`config.mk`:
```
export PLATFORM = sky130hd
export DESIGN_NAME = bresenham_line_pixel_stepper
export DESIGN_NICKNAME = d
export VERILOG_FILES = /design/src/rtl/bls_pkg.sv /design/src/rtl/bresenham_line_pixel_stepper.sv /design/src/rtl/bls_line_setup.sv /design/src/rtl/bls_pixel_step.sv
export SDC_FILE = /design/constraint.sdc
export NUM_CORES = 1
export LEC_CHECK = 0
export ABC_AREA = 1
export BUFFER_PORTS_ARGS = -buffer_cell sky130_fd_sc_hd__buf_2
export CORE_ASPECT_RATIO = 0.75
export CORE_MARGIN = 2
export CORE_UTILIZATION = 35
export CTS_BUF_LIST = sky130_fd_sc_hd__clkbuf_4
export CTS_CLUSTER_DIAMETER = 30
export DETAILED_ROUTE_END_ITERATION = 8
export PLACE_DENSITY = 0.55
export SLEW_MARGIN = 20
export SYNTH_ARGS = -nofsm -noshare
export SYNTH_HDL_FRONTEND = slang
export SYNTH_HIERARCHICAL = 1
export SYNTH_SLANG_ARGS = --single-unit
```
`constraint.sdc`:
```
create_clock -name clk_i -period 3.15 [get_ports clk_i]
set_input_delay 0.315 -clock clk_i [delete_from_list [all_inputs] [get_ports clk_i]]
set_output_delay 0.315 -clock clk_i [all_outputs]
set_load 0.03 [all_outputs]
```
`src/rtl/bls_pkg.sv`:
```
// ----------------------------------------------------------------------------
// bls_pkg: shared types and constants of the Bresenham line pixel stepper
// Coordinate widths, payload structs of both channels, the per-line state
// record and the codes of the item kind and the configuration registers.
// ----------------------------------------------------------------------------
package bls_pkg;

  // Coordinate width; the delta, error and compare widths below follow from it
  localparam int unsigned COORD_BITS = 16;
  localparam int unsigned FB_BITS    = 15;
  localparam int unsigned COLOR_BITS = 32;

  // Major delta is a difference of two coordinates, twice minor delta one bit
  // more, and the error spans roughly minus one to plus three major deltas
  localparam int unsigned DELTA_BITS = COORD_BITS + 1;
  localparam int unsigned TWICE_BITS = COORD_BITS + 2;
  localparam int unsigned ERR_BITS   = COORD_BITS + 4;

  // Common width for the framebuffer bound compare
  localparam int unsigned CMP_BITS = (COORD_BITS > FB_BITS) ? COORD_BITS : FB_BITS;

  // Configuration port
  localparam int unsigned CFG_IDX_BITS  = 1;
  localparam int unsigned CFG_DATA_BITS = FB_BITS;

  localparam logic [FB_BITS-1:0] FB_WIDTH_RST  = FB_BITS'(640);
  localparam logic [FB_BITS-1:0] FB_HEIGHT_RST = FB_BITS'(480);

  typedef enum logic [0:0] {
    KIND_LOAD = 1'b0,
    KIND_STEP = 1'b1
  } kind_e;

  typedef enum logic [CFG_IDX_BITS-1:0] {
    CFG_FB_WIDTH  = 1'b0,
    CFG_FB_HEIGHT = 1'b1
  } cfg_idx_e;

  typedef logic signed [COORD_BITS-1:0] coord_t;

  // Input beat
  typedef struct packed {
    kind_e                 kind;
    coord_t                start_x;
    coord_t                start_y;
    coord_t                end_x;
    coord_t                end_y;
    logic [COLOR_BITS-1:0] line_color;
  } line_in_t;

  // Output beat
  typedef struct packed {
    coord_t                pixel_x;
    coord_t                pixel_y;
    logic [COLOR_BITS-1:0] pixel_color;
    logic                  write_enable;
    logic                  last;
  } pixel_out_t;

  // State of the line being drawn
  typedef struct packed {
    coord_t                       major_pos;
    coord_t                       minor_pos;
    coord_t                       major_end;
    logic signed [DELTA_BITS-1:0] major_delta;
    logic [TWICE_BITS-1:0]        twice_minor_delta;
    logic signed [ERR_BITS-1:0]   error_acc;
    logic                         minor_dir_down;
    logic                         axes_swapped;
    logic [COLOR_BITS-1:0]        held_color;
    logic                         drawing;
  } line_state_t;

endpackage

```
`src/rtl/bresenham_line_pixel_stepper.sv`:
```
// ----------------------------------------------------------------------------
// bresenham_line_pixel_stepper: integer line pixel generator
// Holds the active line, steps it one pixel per step beat and registers the
// resulting point for the downstream pixel sink.
// ----------------------------------------------------------------------------
// Usage:
//   Input channel (in_valid_i / in_ready_o / in_data_i): a load beat
//   (kind = KIND_LOAD) sets up a new line from two endpoints and a colour and
//   replaces any line in progress; it yields no output beat. A step beat
//   (kind = KIND_STEP) yields the next point of the active line, or nothing
//   when no line is active. The last point carries last = 1 and ends the line.
//   Output channel (out_valid_o / out_ready_i / out_data_o): one point a beat,
//   with write_enable set when it lies inside the framebuffer.
//   Configuration: cfg_we_i writes fb_width (index 0) or fb_height (index 1);
//   write only while the block is idle.
//   A step beat's point is registered for the next cycle; a beat is taken
//   every cycle unless the receiver stalls, as the step is a single add,
//   compare and increment on the line state before the output register.
//   When the receiver stalls, the point waits in the output register and the
//   input channel holds off until it is taken.
//   Reset clears the line state (no line active) and restores a 640 by 480
//   framebuffer.
// ----------------------------------------------------------------------------
module bresenham_line_pixel_stepper (
  input  logic                              clk_i,
  input  logic                              rst_ni,
  input  logic                              in_valid_i,
  output logic                              in_ready_o,
  input  bls_pkg::line_in_t                 in_data_i,
  output logic                              out_valid_o,
  input  logic                              out_ready_i,
  output bls_pkg::pixel_out_t               out_data_o,
  input  logic                              cfg_we_i,
  input  logic [bls_pkg::CFG_IDX_BITS-1:0]  cfg_idx_i,
  input  logic [bls_pkg::CFG_DATA_BITS-1:0] cfg_data_i
);

  logic [bls_pkg::FB_BITS-1:0] fb_width_q, fb_height_q;
  bls_pkg::line_state_t        state_q, state_d;
  bls_pkg::line_state_t        setup_state, step_state;
  bls_pkg::pixel_out_t         step_pixel;
  bls_pkg::pixel_out_t         out_data_q;
  logic                        out_valid_q, out_valid_d;
  logic                        in_accept, is_load, emit;

  // Configuration registers
  always_ff @(posedge clk_i or negedge rst_ni) begin
    if (!rst_ni) begin
      fb_width_q  <= bls_pkg::FB_WIDTH_RST;
      fb_height_q <= bls_pkg::FB_HEIGHT_RST;
    end else if (cfg_we_i) begin
      unique case (bls_pkg::cfg_idx_e'(cfg_idx_i))
        bls_pkg::CFG_FB_WIDTH:  fb_width_q  <= cfg_data_i;
        bls_pkg::CFG_FB_HEIGHT: fb_height_q <= cfg_data_i;
        default: ;
      endcase
    end
  end

  bls_line_setup u_setup (
    .load_i  (in_data_i),
    .setup_o (setup_state)
  );

  bls_pixel_step u_step (
    .cur_i       (state_q),
    .fb_width_i  (fb_width_q),
    .fb_height_i (fb_height_q),
    .pixel_o     (step_pixel),
    .next_o      (step_state)
  );

  // Take a beat whenever the output register is free or draining
  assign in_ready_o = !out_valid_q || out_ready_i;
  assign in_accept  = in_valid_i && in_ready_o;
  assign is_load    = (in_data_i.kind == bls_pkg::KIND_LOAD);
  assign emit       = in_accept && !is_load && state_q.drawing;

  // Next line state
  always_comb begin
    state_d = state_q;
    if (in_accept && is_load) begin
      state_d = setup_state;
    end else if (emit) begin
      state_d = step_state;
    end
  end

  always_ff @(posedge clk_i or negedge rst_ni) begin
    if (!rst_ni) begin
      state_q <= '0;
    end else begin
      state_q <= state_d;
    end
  end

  // Output register
  always_comb begin
    out_valid_d = out_valid_q;
    if (out_valid_q && out_ready_i) begin
      out_valid_d = 1'b0;
    end
    if (emit) begin
      out_valid_d = 1'b1;
    end
  end

  always_ff @(posedge clk_i or negedge rst_ni) begin
    if (!rst_ni) begin
      out_valid_q <= 1'b0;
    end else begin
      out_valid_q <= out_valid_d;
    end
  end

  always_ff @(posedge clk_i) begin
    if (emit) begin
      out_data_q <= step_pixel;
    end
  end

  assign out_valid_o = out_valid_q;
  assign out_data_o  = out_data_q;

`ifndef NO_ASSERTIONS
  // A step with no active line yields no point
  a_idle_step_silent: assert property (@(posedge clk_i) disable iff (!rst_ni)
    in_accept && !is_load && !state_q.drawing |=> !out_valid_o)
    else $error("point emitted for a step with no active line");

  // The final point ends the line
  a_last_ends_line: assert property (@(posedge clk_i) disable iff (!rst_ni)
    emit && step_pixel.last |=> !state_q.drawing)
    else $error("line still active after its final point");

  // A load starts a line with a cleared error
  a_load_starts: assert property (@(posedge clk_i) disable iff (!rst_ni)
    in_accept && is_load |=> state_q.drawing && (state_q.error_acc == '0))
    else $error("load did not start a fresh line");

  // The error stays within one major delta either side of zero
  a_error_bound: assert property (@(posedge clk_i) disable iff (!rst_ni)
    state_q.drawing |->
      (state_q.error_acc <= bls_pkg::ERR_BITS'(state_q.major_delta)) &&
      (state_q.error_acc >= -bls_pkg::ERR_BITS'(state_q.major_delta)))
    else $error("error accumulator out of range");

  // The major coordinate never passes the line end
  a_major_in_range: assert property (@(posedge clk_i) disable iff (!rst_ni)
    state_q.drawing |-> state_q.major_pos <= state_q.major_end)
    else $error("major coordinate beyond line end");
`endif

endmodule

```
`src/rtl/bls_line_setup.sv`:
```
// ----------------------------------------------------------------------------
// bls_line_setup: line set-up from a load beat
// Picks the major axis, orders the endpoints so the major coordinate rises and
// derives the deltas, the minor direction and a cleared error.
// ----------------------------------------------------------------------------
module bls_line_setup (
  input  bls_pkg::line_in_t    load_i,
  output bls_pkg::line_state_t setup_o
);

  logic signed [bls_pkg::DELTA_BITS-1:0] dx, dy;
  logic [bls_pkg::DELTA_BITS-1:0]        adx, ady;
  logic                                  steep;
  bls_pkg::coord_t                       a0, b0, a1, b1;
  bls_pkg::coord_t                       lo_a, lo_b, hi_a, hi_b;
  logic signed [bls_pkg::DELTA_BITS-1:0] d_major, d_minor;
  logic [bls_pkg::DELTA_BITS-1:0]        ad_minor;

  // Measure both axes and decide whether the line is steep
  assign dx    = bls_pkg::DELTA_BITS'(load_i.end_x) - bls_pkg::DELTA_BITS'(load_i.start_x);
  assign dy    = bls_pkg::DELTA_BITS'(load_i.end_y) - bls_pkg::DELTA_BITS'(load_i.start_y);
  assign adx   = dx[bls_pkg::DELTA_BITS-1] ? $unsigned(-dx) : $unsigned(dx);
  assign ady   = dy[bls_pkg::DELTA_BITS-1] ? $unsigned(-dy) : $unsigned(dy);
  assign steep = adx < ady;

  // Swap axes for a steep line
  assign a0 = steep ? load_i.start_y : load_i.start_x;
  assign b0 = steep ? load_i.start_x : load_i.start_y;
  assign a1 = steep ? load_i.end_y   : load_i.end_x;
  assign b1 = steep ? load_i.end_x   : load_i.end_y;

  // Order the endpoints so the major coordinate rises
  always_comb begin
    if (a0 > a1) begin
      lo_a = a1;
      lo_b = b1;
      hi_a = a0;
      hi_b = b0;
    end else begin
      lo_a = a0;
      lo_b = b0;
      hi_a = a1;
      hi_b = b1;
    end
  end

  assign d_major  = bls_pkg::DELTA_BITS'(hi_a) - bls_pkg::DELTA_BITS'(lo_a);
  assign d_minor  = bls_pkg::DELTA_BITS'(hi_b) - bls_pkg::DELTA_BITS'(lo_b);
  assign ad_minor = d_minor[bls_pkg::DELTA_BITS-1] ? $unsigned(-d_minor) : $unsigned(d_minor);

  // Assemble the fresh line state
  always_comb begin
    setup_o                   = '0;
    setup_o.major_pos         = lo_a;
    setup_o.minor_pos         = lo_b;
    setup_o.major_end         = hi_a;
    setup_o.major_delta       = d_major;
    setup_o.twice_minor_delta = {ad_minor, 1'b0};
    setup_o.error_acc         = '0;
    setup_o.minor_dir_down    = !(hi_b > lo_b);
    setup_o.axes_swapped      = steep;
    setup_o.held_color        = load_i.line_color;
    setup_o.drawing           = 1'b1;
  end

endmodule

```
`src/rtl/bls_pixel_step.sv`:
```
// ----------------------------------------------------------------------------
// bls_pixel_step: one Bresenham step
// Forms the current point with its write and last flags, and the line state
// after the point: error update, minor move and major increment.
// ----------------------------------------------------------------------------
module bls_pixel_step (
  input  bls_pkg::line_state_t         cur_i,
  input  logic [bls_pkg::FB_BITS-1:0]  fb_width_i,
  input  logic [bls_pkg::FB_BITS-1:0]  fb_height_i,
  output bls_pkg::pixel_out_t          pixel_o,
  output bls_pkg::line_state_t         next_o
);

  bls_pkg::coord_t                     px, py;
  logic [bls_pkg::CMP_BITS-1:0]        px_u, py_u, w_u, h_u;
  logic                                in_frame;
  logic                                fin;
  logic signed [bls_pkg::ERR_BITS-1:0] twice_e, md_e, err_add;

  // Map major and minor back to x and y
  assign px = cur_i.axes_swapped ? cur_i.minor_pos : cur_i.major_pos;
  assign py = cur_i.axes_swapped ? cur_i.major_pos : cur_i.minor_pos;

  // Framebuffer bound check; a negative coordinate is always outside
  assign px_u     = bls_pkg::CMP_BITS'($unsigned(px));
  assign py_u     = bls_pkg::CMP_BITS'($unsigned(py));
  assign w_u      = bls_pkg::CMP_BITS'(fb_width_i);
  assign h_u      = bls_pkg::CMP_BITS'(fb_height_i);
  assign in_frame = !px[bls_pkg::COORD_BITS-1] && (px_u < w_u) &&
                    !py[bls_pkg::COORD_BITS-1] && (py_u < h_u);

  assign fin = cur_i.major_pos >= cur_i.major_end;

  always_comb begin
    pixel_o.pixel_x      = px;
    pixel_o.pixel_y      = py;
    pixel_o.pixel_color  = cur_i.held_color;
    pixel_o.write_enable = in_frame;
    pixel_o.last         = fin;
  end

  // Accumulate the error
  assign twice_e = bls_pkg::ERR_BITS'($signed({1'b0, cur_i.twice_minor_delta}));
  assign md_e    = bls_pkg::ERR_BITS'(cur_i.major_delta);
  assign err_add = cur_i.error_acc + twice_e;

  // Advance along the line, or drop the line after its final point
  always_comb begin
    next_o = cur_i;
    if (fin) begin
      next_o.drawing = 1'b0;
    end else begin
      next_o.major_pos = cur_i.major_pos + bls_pkg::coord_t'(1);
      next_o.error_acc = err_add;
      if (err_add >= md_e) begin
        next_o.minor_pos = cur_i.minor_dir_down ? cur_i.minor_pos - bls_pkg::coord_t'(1)
                                                : cur_i.minor_pos + bls_pkg::coord_t'(1);
        next_o.error_acc = err_add - (md_e <<< 1);
      end
    end
  end

endmodule

```
==> impl_metrics.json, run 1 <==
{
  "synth_area_leaders": "nand2_1 19%, dfrtp_1 16%, inv_1 11%",
  "hp-class": "in2reg",
  "routed_wl_um": 90700,
  "yosysMostFrequentCell": "nand2_1",
  "finalNetCount": 5105,
  "slew_headroom": 0.3738,
  "cts.clk_slew.worst_paths_ns": 0.07,
  "clock-sinks": 235,
  "stdcell_area_um2": 34770,
  "ant_nets": 0,
  "crit_family": "simple AND/OR/NAND/NOR gates",
  "synth-seq-cells": 235,
  "critical_path_class": "in2reg",
  "period_minus_slack_ns": 7.195,
  "endpoint_kind": "flop",
  "ys_types": 55,
  "status": "complete, but fails checks",
  "routedWlPerCell_um": 15.60,
  "core_area_um2": 73490,
  "area_delta_synth_final_pct": 33.63,
  "regToRegStartpoint": "state_q[50]",
  "avgSynthCellArea_um2": 6.296,
  "min_from": "in_data_i[96]",
  "vias_per_cell": 4.745,
  "seqCellArea_um2": 6221,
  "grtUsageTotal": 0.2307,
  "crit_fanout": 8,
  "initial_core_util": 0.3541,
  "cts_tree": "built",
  "clock_latency_ns": 0.81,
  "grt_max_degree": 139,
  "rsz0062_at_grt": "yes",
  "hold_depth": 5,
  "cp_slowest_cell": "nor4_4",
  "syn-cell-area_um2": 26020,
  "timing.rr.end": "state_q[115]",
  "drive_gt1_frac": 0.2745,
  "crit_buf_inv": 9,
  "ctsLongestPathBuffers": 3,
  "async_flop_share": 0.7191,
  "multi_input_area_um2": 16600,
  "setup_violations": 103,
  "netlist_top_cells_count": "1,297 x nand2_1, 792 x inv_1, 318 x nand3_1, 202 x buf_4, 198 x ha_1",
  "gp_congestion": 0.9452,
  "synth_seq_area_share": 0.2390,
  "htreeDepth": 3,
  "slew_violations": 0,
  "hpwlAfterDp_um": 68330,
  "yosysTopAreaCellShare": 0.1871,
  "antenna_found_initial": 3,
  "grt_pass1_vias": 25620,
  "die_h_um": 240.1,
  "grt_pass1_wl_um": 141000,
  "cp.arrival_ns": 7.86,
  "drtIter0Drc": 2217,
  "grt_overflow_total": 0,
  "clock.fmax_ghz": 0.1390,
  "yosys_most_used_dff": "dfrtp_1",
  "finClkSkew_ns": 0.08314,
  "std_cell_rows": 86,
  "worst_pin_slew_ns": 0.9371,
  "ff2ff_path_depth": 26,
  "fp.dieArea_um2": 76570,
  "firstDrtPassIters": 5,
  "io_pins": 186,
  "yosysWarnings": 6,
  "cap_violations": 0,
  "cts_root_buf": "clkbuf_4",
  "synth.largest_area_cell": "nand2_1",
  "syn_inst": 4133,
  "drc_errors": 0,
  "r2r_slack_ns": -0.76,
  "vias": 27590,
  "portBuffers": 185,
  "fillers": 7476,
  "setup_ws_ns": -4.045,
  "critical_path_required_ns": 3.81,
  "cts_buffers": 74,
  "die_w_um": 318.8,
  "synth_edf_count": 66,
  "placed_area_um2": 31200,
  "worstSetupStartpointType": "input pin",
  "final_hold_viol_count": 0,
  "min_period_over_period": 2.284,
  "critPathMaxStageDelay_ns": 0.35,
  "hold_end": "out_valid_o",
  "violations": "negative setup slack"
}
metrics by stage:
step | TNS, ns | setup slack (ns) | utilization | std cells | hold WS, ns
floorplan | -208.99 | -3.966 | - | 4153 | 0.01941
global placement | -337.49 | -5.093 | 0.4246 | 5556 | 0.4144
detailed placement | -334.34 | -5.026 | 0.4246 | 5556 | 0.4092
CTS | -238.21 | -3.744 | 0.4554 | 5774 | 0.01299
global route | -279.17 | -4.461 | 0.4731 | 5814 | 0.06473
finish | -253.05 | -4.045 | 0.4731 | 5814 | 0.06999
layer usage:
metal  up-vias  part of all wire  GRT usage  wire length, um
met3       108             0.062    0.03858             5649
met5         -                 0          0                0
met2       745              0.41     0.3346            36980
li1      14160                 -          -                -
met1     12580              0.51     0.3496            46210
met4         0             0.020    0.05802             1851
kinds of logic after synthesis:
logic type | share of synthesized area
adders and majority gates | 0.09982
other | 0.0002886
xor gates and xnor gates | 0.04241
and+or+nand+nor | 0.3465
buffers and inverters | 0.1956
AOI/OAI and AO/OA | 0.07641
DFF | 0.2390
state kept, by name, indices dropped and copies added, names as in the netlist:
name         count
out_data_o      66
out_valid_o      1
state_q        138
fb_height_q     15
fb_width_q      15
worst max-delay path by stage:
stage / start / to / slack, ns / cells past startpoint
3_3_place_gp: in_data_i[66] / state_q[71] / -5.09 / 57
2_1_floorplan: in_data_i[32] / state_q[71] / -3.97 / 61
4_1_cts: in_data_i[48] / state_q[69] / -3.74 / 58
3_5_place_dp: in_data_i[36] / state_q[65] / -5.03 / 47
5_1_grt: in_data_i[48] / state_q[68] / -4.46 / 57
6_report: in_data_i[32] / state_q[68] / -4.04 / 53
final cells by class:
cell class                      instances  share of cell area
Clock buffer                           99             0.02137
Tap cell                              968             0.03483
Multi-Input combinational cell       2795              0.4773
Timing Repair Buffer                  877              0.1926
Timing Repair inverter                  2           0.0005757
Clock inverter                         36            0.007089
Antenna cell                            4           0.0002879
Inverter                              798             0.08708
Sequential cell                       235              0.1789
layout by cell type, fill, tap and decap left out, types with 12 or more instances in the layout:
cell type and n:
a21o_1 12, xor2_1 76, nor2_2 15, nand2_4 17, nor2_1 132, xnor2_1 23, nor3_1 13, clkbuf_4 99
o21ai_4 13, nand2_2 72, clkinv_1 17, nand3_1 296, nand2_1 1234, xor2_2 16, o21ai_1 21, nand4_1 194
dlygate4sd3_1 49, nand3b_1 14, ha_1 157, inv_1 763, a21oi_1 85, conb_1 22, ha_4 38, inv_2 28
buf_2 181, o21ai_2 33, edfxtp_1 66, buf_12 18, buf_4 601, buf_6 17, dfrtp_1 161, nand3_2 26
a21oi_2 27, o21ai_0 146
what timing repair did:
| action | in CTS | in global routing |
|---|---|---|
| setup buffers | 30 | 33 |
| hold buffers | 49 | 0 |
| hold endpoints to repair | 134 | 0 |
| pin swaps | 44 | 120 |
| cloned | 4 | 7 |
| gates resized for setup | 105 | 216 |
| endpoints found under the setup margin | 103 | 103 |
worst min-delay path, stage by stage:
cell	delay, ns
buf_2	0.12
nand2_1	0.05
inv_1	0.03
nand3_1	0.16
nand2_1	0.08
Power of run 1 is left out: the tool's default activity adds up to more than one toggle a clock period on the data nets, which glitch-free logic cannot reach.
==> inputs of run 2 (changes only) <==
==> constraint.sdc (replaced) <==
create_clock -name clk_i -period 3.15 [get_ports clk_i]
set_input_delay 0.1575 -clock clk_i [delete_from_list [all_inputs] [get_ports clk_i]]
set_output_delay 0.1575 -clock clk_i [all_outputs]
set_load 0.03 [all_outputs]
==> impl_metrics.json, run 2 (same netlist as run 1, synthesis figures left out) <==
{
  "status": "complete, but fails checks",
  "violations": "negative setup slack",
  "layout_commonest_cell": "nand2_1",
  "crit_fanout": 7,
  "std_cell_rows": 86,
  "grt_max_degree": 139,
  "worstSetupStartpointType": "input pin",
  "rsz0062_at_grt": "yes",
  "worst_pin_slew_ns": 0.9390,
  "final_cell_mix": "1,183 x nand2_1, 754 x inv_1, 616 x buf_4",
  "crit_buf_inv": 14,
  "setup_ws_ns": -3.799,
  "crit_family": "simple AND/OR/NAND/NOR gates",
  "die_h_um": 240.1,
  "io_pins": 186,
  "finClkSkew_ns": 0.07514,
  "portBuffers": 185,
  "clock.fmax_ghz": 0.1439,
  "grt_pass1_wl_um": 145800,
  "slew_violations": 0,
  "critPathMaxStageDelay_ns": 0.35,
  "final_hold_viol_count": 0,
  "fp.dieArea_um2": 76570,
  "firstDrtPassIters": 6,
  "grt_overflow_total": 0,
  "vias": 28230,
  "finalNetCount": 5166,
  "fin_hold_ws_ns": 0.1138,
  "routedWlPerCell_um": 15.93,
  "min_period_over_period": 2.206,
  "cts_root_buf": "clkbuf_4",
  "hp-class": "in2reg",
  "ant_nets": 0,
  "antenna_found_initial": 2,
  "cpMostUsedCell": "nand2_4",
  "setup_violations": 103,
  "htreeDepth": 3,
  "largest_register_ffs": 138,
  "critical_path_required_ns": 3.88,
  "fillers": 7330,
  "cap_violations": 0,
  "cts_tree": "built",
  "cts.clk_slew.worst_paths_ns": 0.07,
  "area_delta_synth_final_pct": 37.58,
  "grt_pass1_vias": 26340,
  "drive_gt1_frac": 0.2968,
  "top_register": "state_q",
  "cp_slowest_cell": "fa_2",
  "clock_latency_ns": 0.86,
  "initial_core_util": 0.3541,
  "vias_per_cell": 4.807,
  "drc_errors": 0,
  "slew_headroom": 0.3725,
  "hpwlAfterDp_um": 68700,
  "cp.arrival_ns": 7.68,
  "endpoint_kind": "flop",
  "gp_congestion": 0.9570,
  "grtUsageTotal": 0.2393,
  "ctsLongestPathBuffers": 3,
  "critical_path_class": "in2reg",
  "clock-sinks": 235,
  "core_area_um2": 73490,
  "cts_buffers": 70,
  "drtIter0Drc": 2318,
  "routed_wl_um": 93520,
  "die_w_um": 318.8,
  "period_minus_slack_ns": 6.949
}
==> run 2: worst min-delay path: stages <==
cell and delay, ns:
dlygate4sd3_1 0.53, buf_2 0.12, inv_1 0.05, o21ai_0 0.08
==> run 2: layout make-up <==
class | instances | area (um^2) | share of cell area
Multi-Input combinational cell | 2794 | 16900 | 0.4720
Clock inverter | 25 | 198.9 | 0.005557
Inverter | 798 | 3034 | 0.08475
Timing Repair Buffer | 941 | 7412 | 0.2070
Clock buffer | 102 | 765.7 | 0.02139
Timing Repair inverter | 4 | 50.05 | 0.001398
Antenna cell | 5 | 12.51 | 0.0003495
Tap cell | 968 | 1211 | 0.03383
Sequential cell | 235 | 6218 | 0.1737
==> run 2: path summary, 6_finish.rpt <==
| kind | cells after the start | from | endpoint | slack [ns] |
|---|---|---|---|---|
| worst min register to register | 0 | state_q[11] | out_data_o[12] | 0.46 |
| worst max register to register | 26 | state_q[39] | state_q[115] | -0.73 |
| worst max-delay path | 53 | in_data_i[32] | state_q[69] | -3.80 |
| max in group asynchronous | 4 | rst_ni | state_q[80] | 2.15 |
| worst min-delay path | 4 | cfg_data_i[2] | fb_height_q[2] | 0.11 |
| min in group asynchronous | 3 | rst_ni | fb_width_q[7] | 0.48 |
==> run 2: metal layers <==
metal / wire [um] / part of all wire / GRT usage / vias to the layer above
met5: 0 / 0 / 0 / -
met4: 1821 / 0.019 / 0.05931 / 0
met3: 6515 / 0.070 / 0.04843 / 107
met2: 38310 / 0.41 / 0.3488 / 853
met1: 46870 / 0.50 / 0.3565 / 12970
li1: - / - / - / 14300
==> run 2: what timing repair did <==
item | in CTS | in global routing
setup endpoints to repair | 103 | 103
gates cloned | 13 | 2
hold buffers | 72 | 0
setup buffers | 92 | 18
resized for setup | 286 | 181
pin swaps | 106 | 113
hold endpoints to repair | 282 | 0
==> run 2: through the flow <==
| stage | TNS [ns] | utilization | cells | area (um^2) | worst slack [ns] |
|---|---|---|---|---|---|
| 3_5_place_dp | -331.47 | 0.4230 | 5551 | 31090 | -5.070 |
| 3_3_place_gp | -334.46 | 0.4230 | 5551 | 31090 | -5.082 |
| 6_report | -233.17 | 0.4871 | 5872 | 35800 | -3.799 |
| 4_1_cts | -210.79 | 0.4752 | 5855 | 34920 | -3.478 |
| 5_1_grt | -260.04 | 0.4871 | 5872 | 35800 | -4.183 |
| 2_1_floorplan | -195.76 | - | 4153 | 26670 | -3.808 |
Power of run 2 is left out for the same reason.
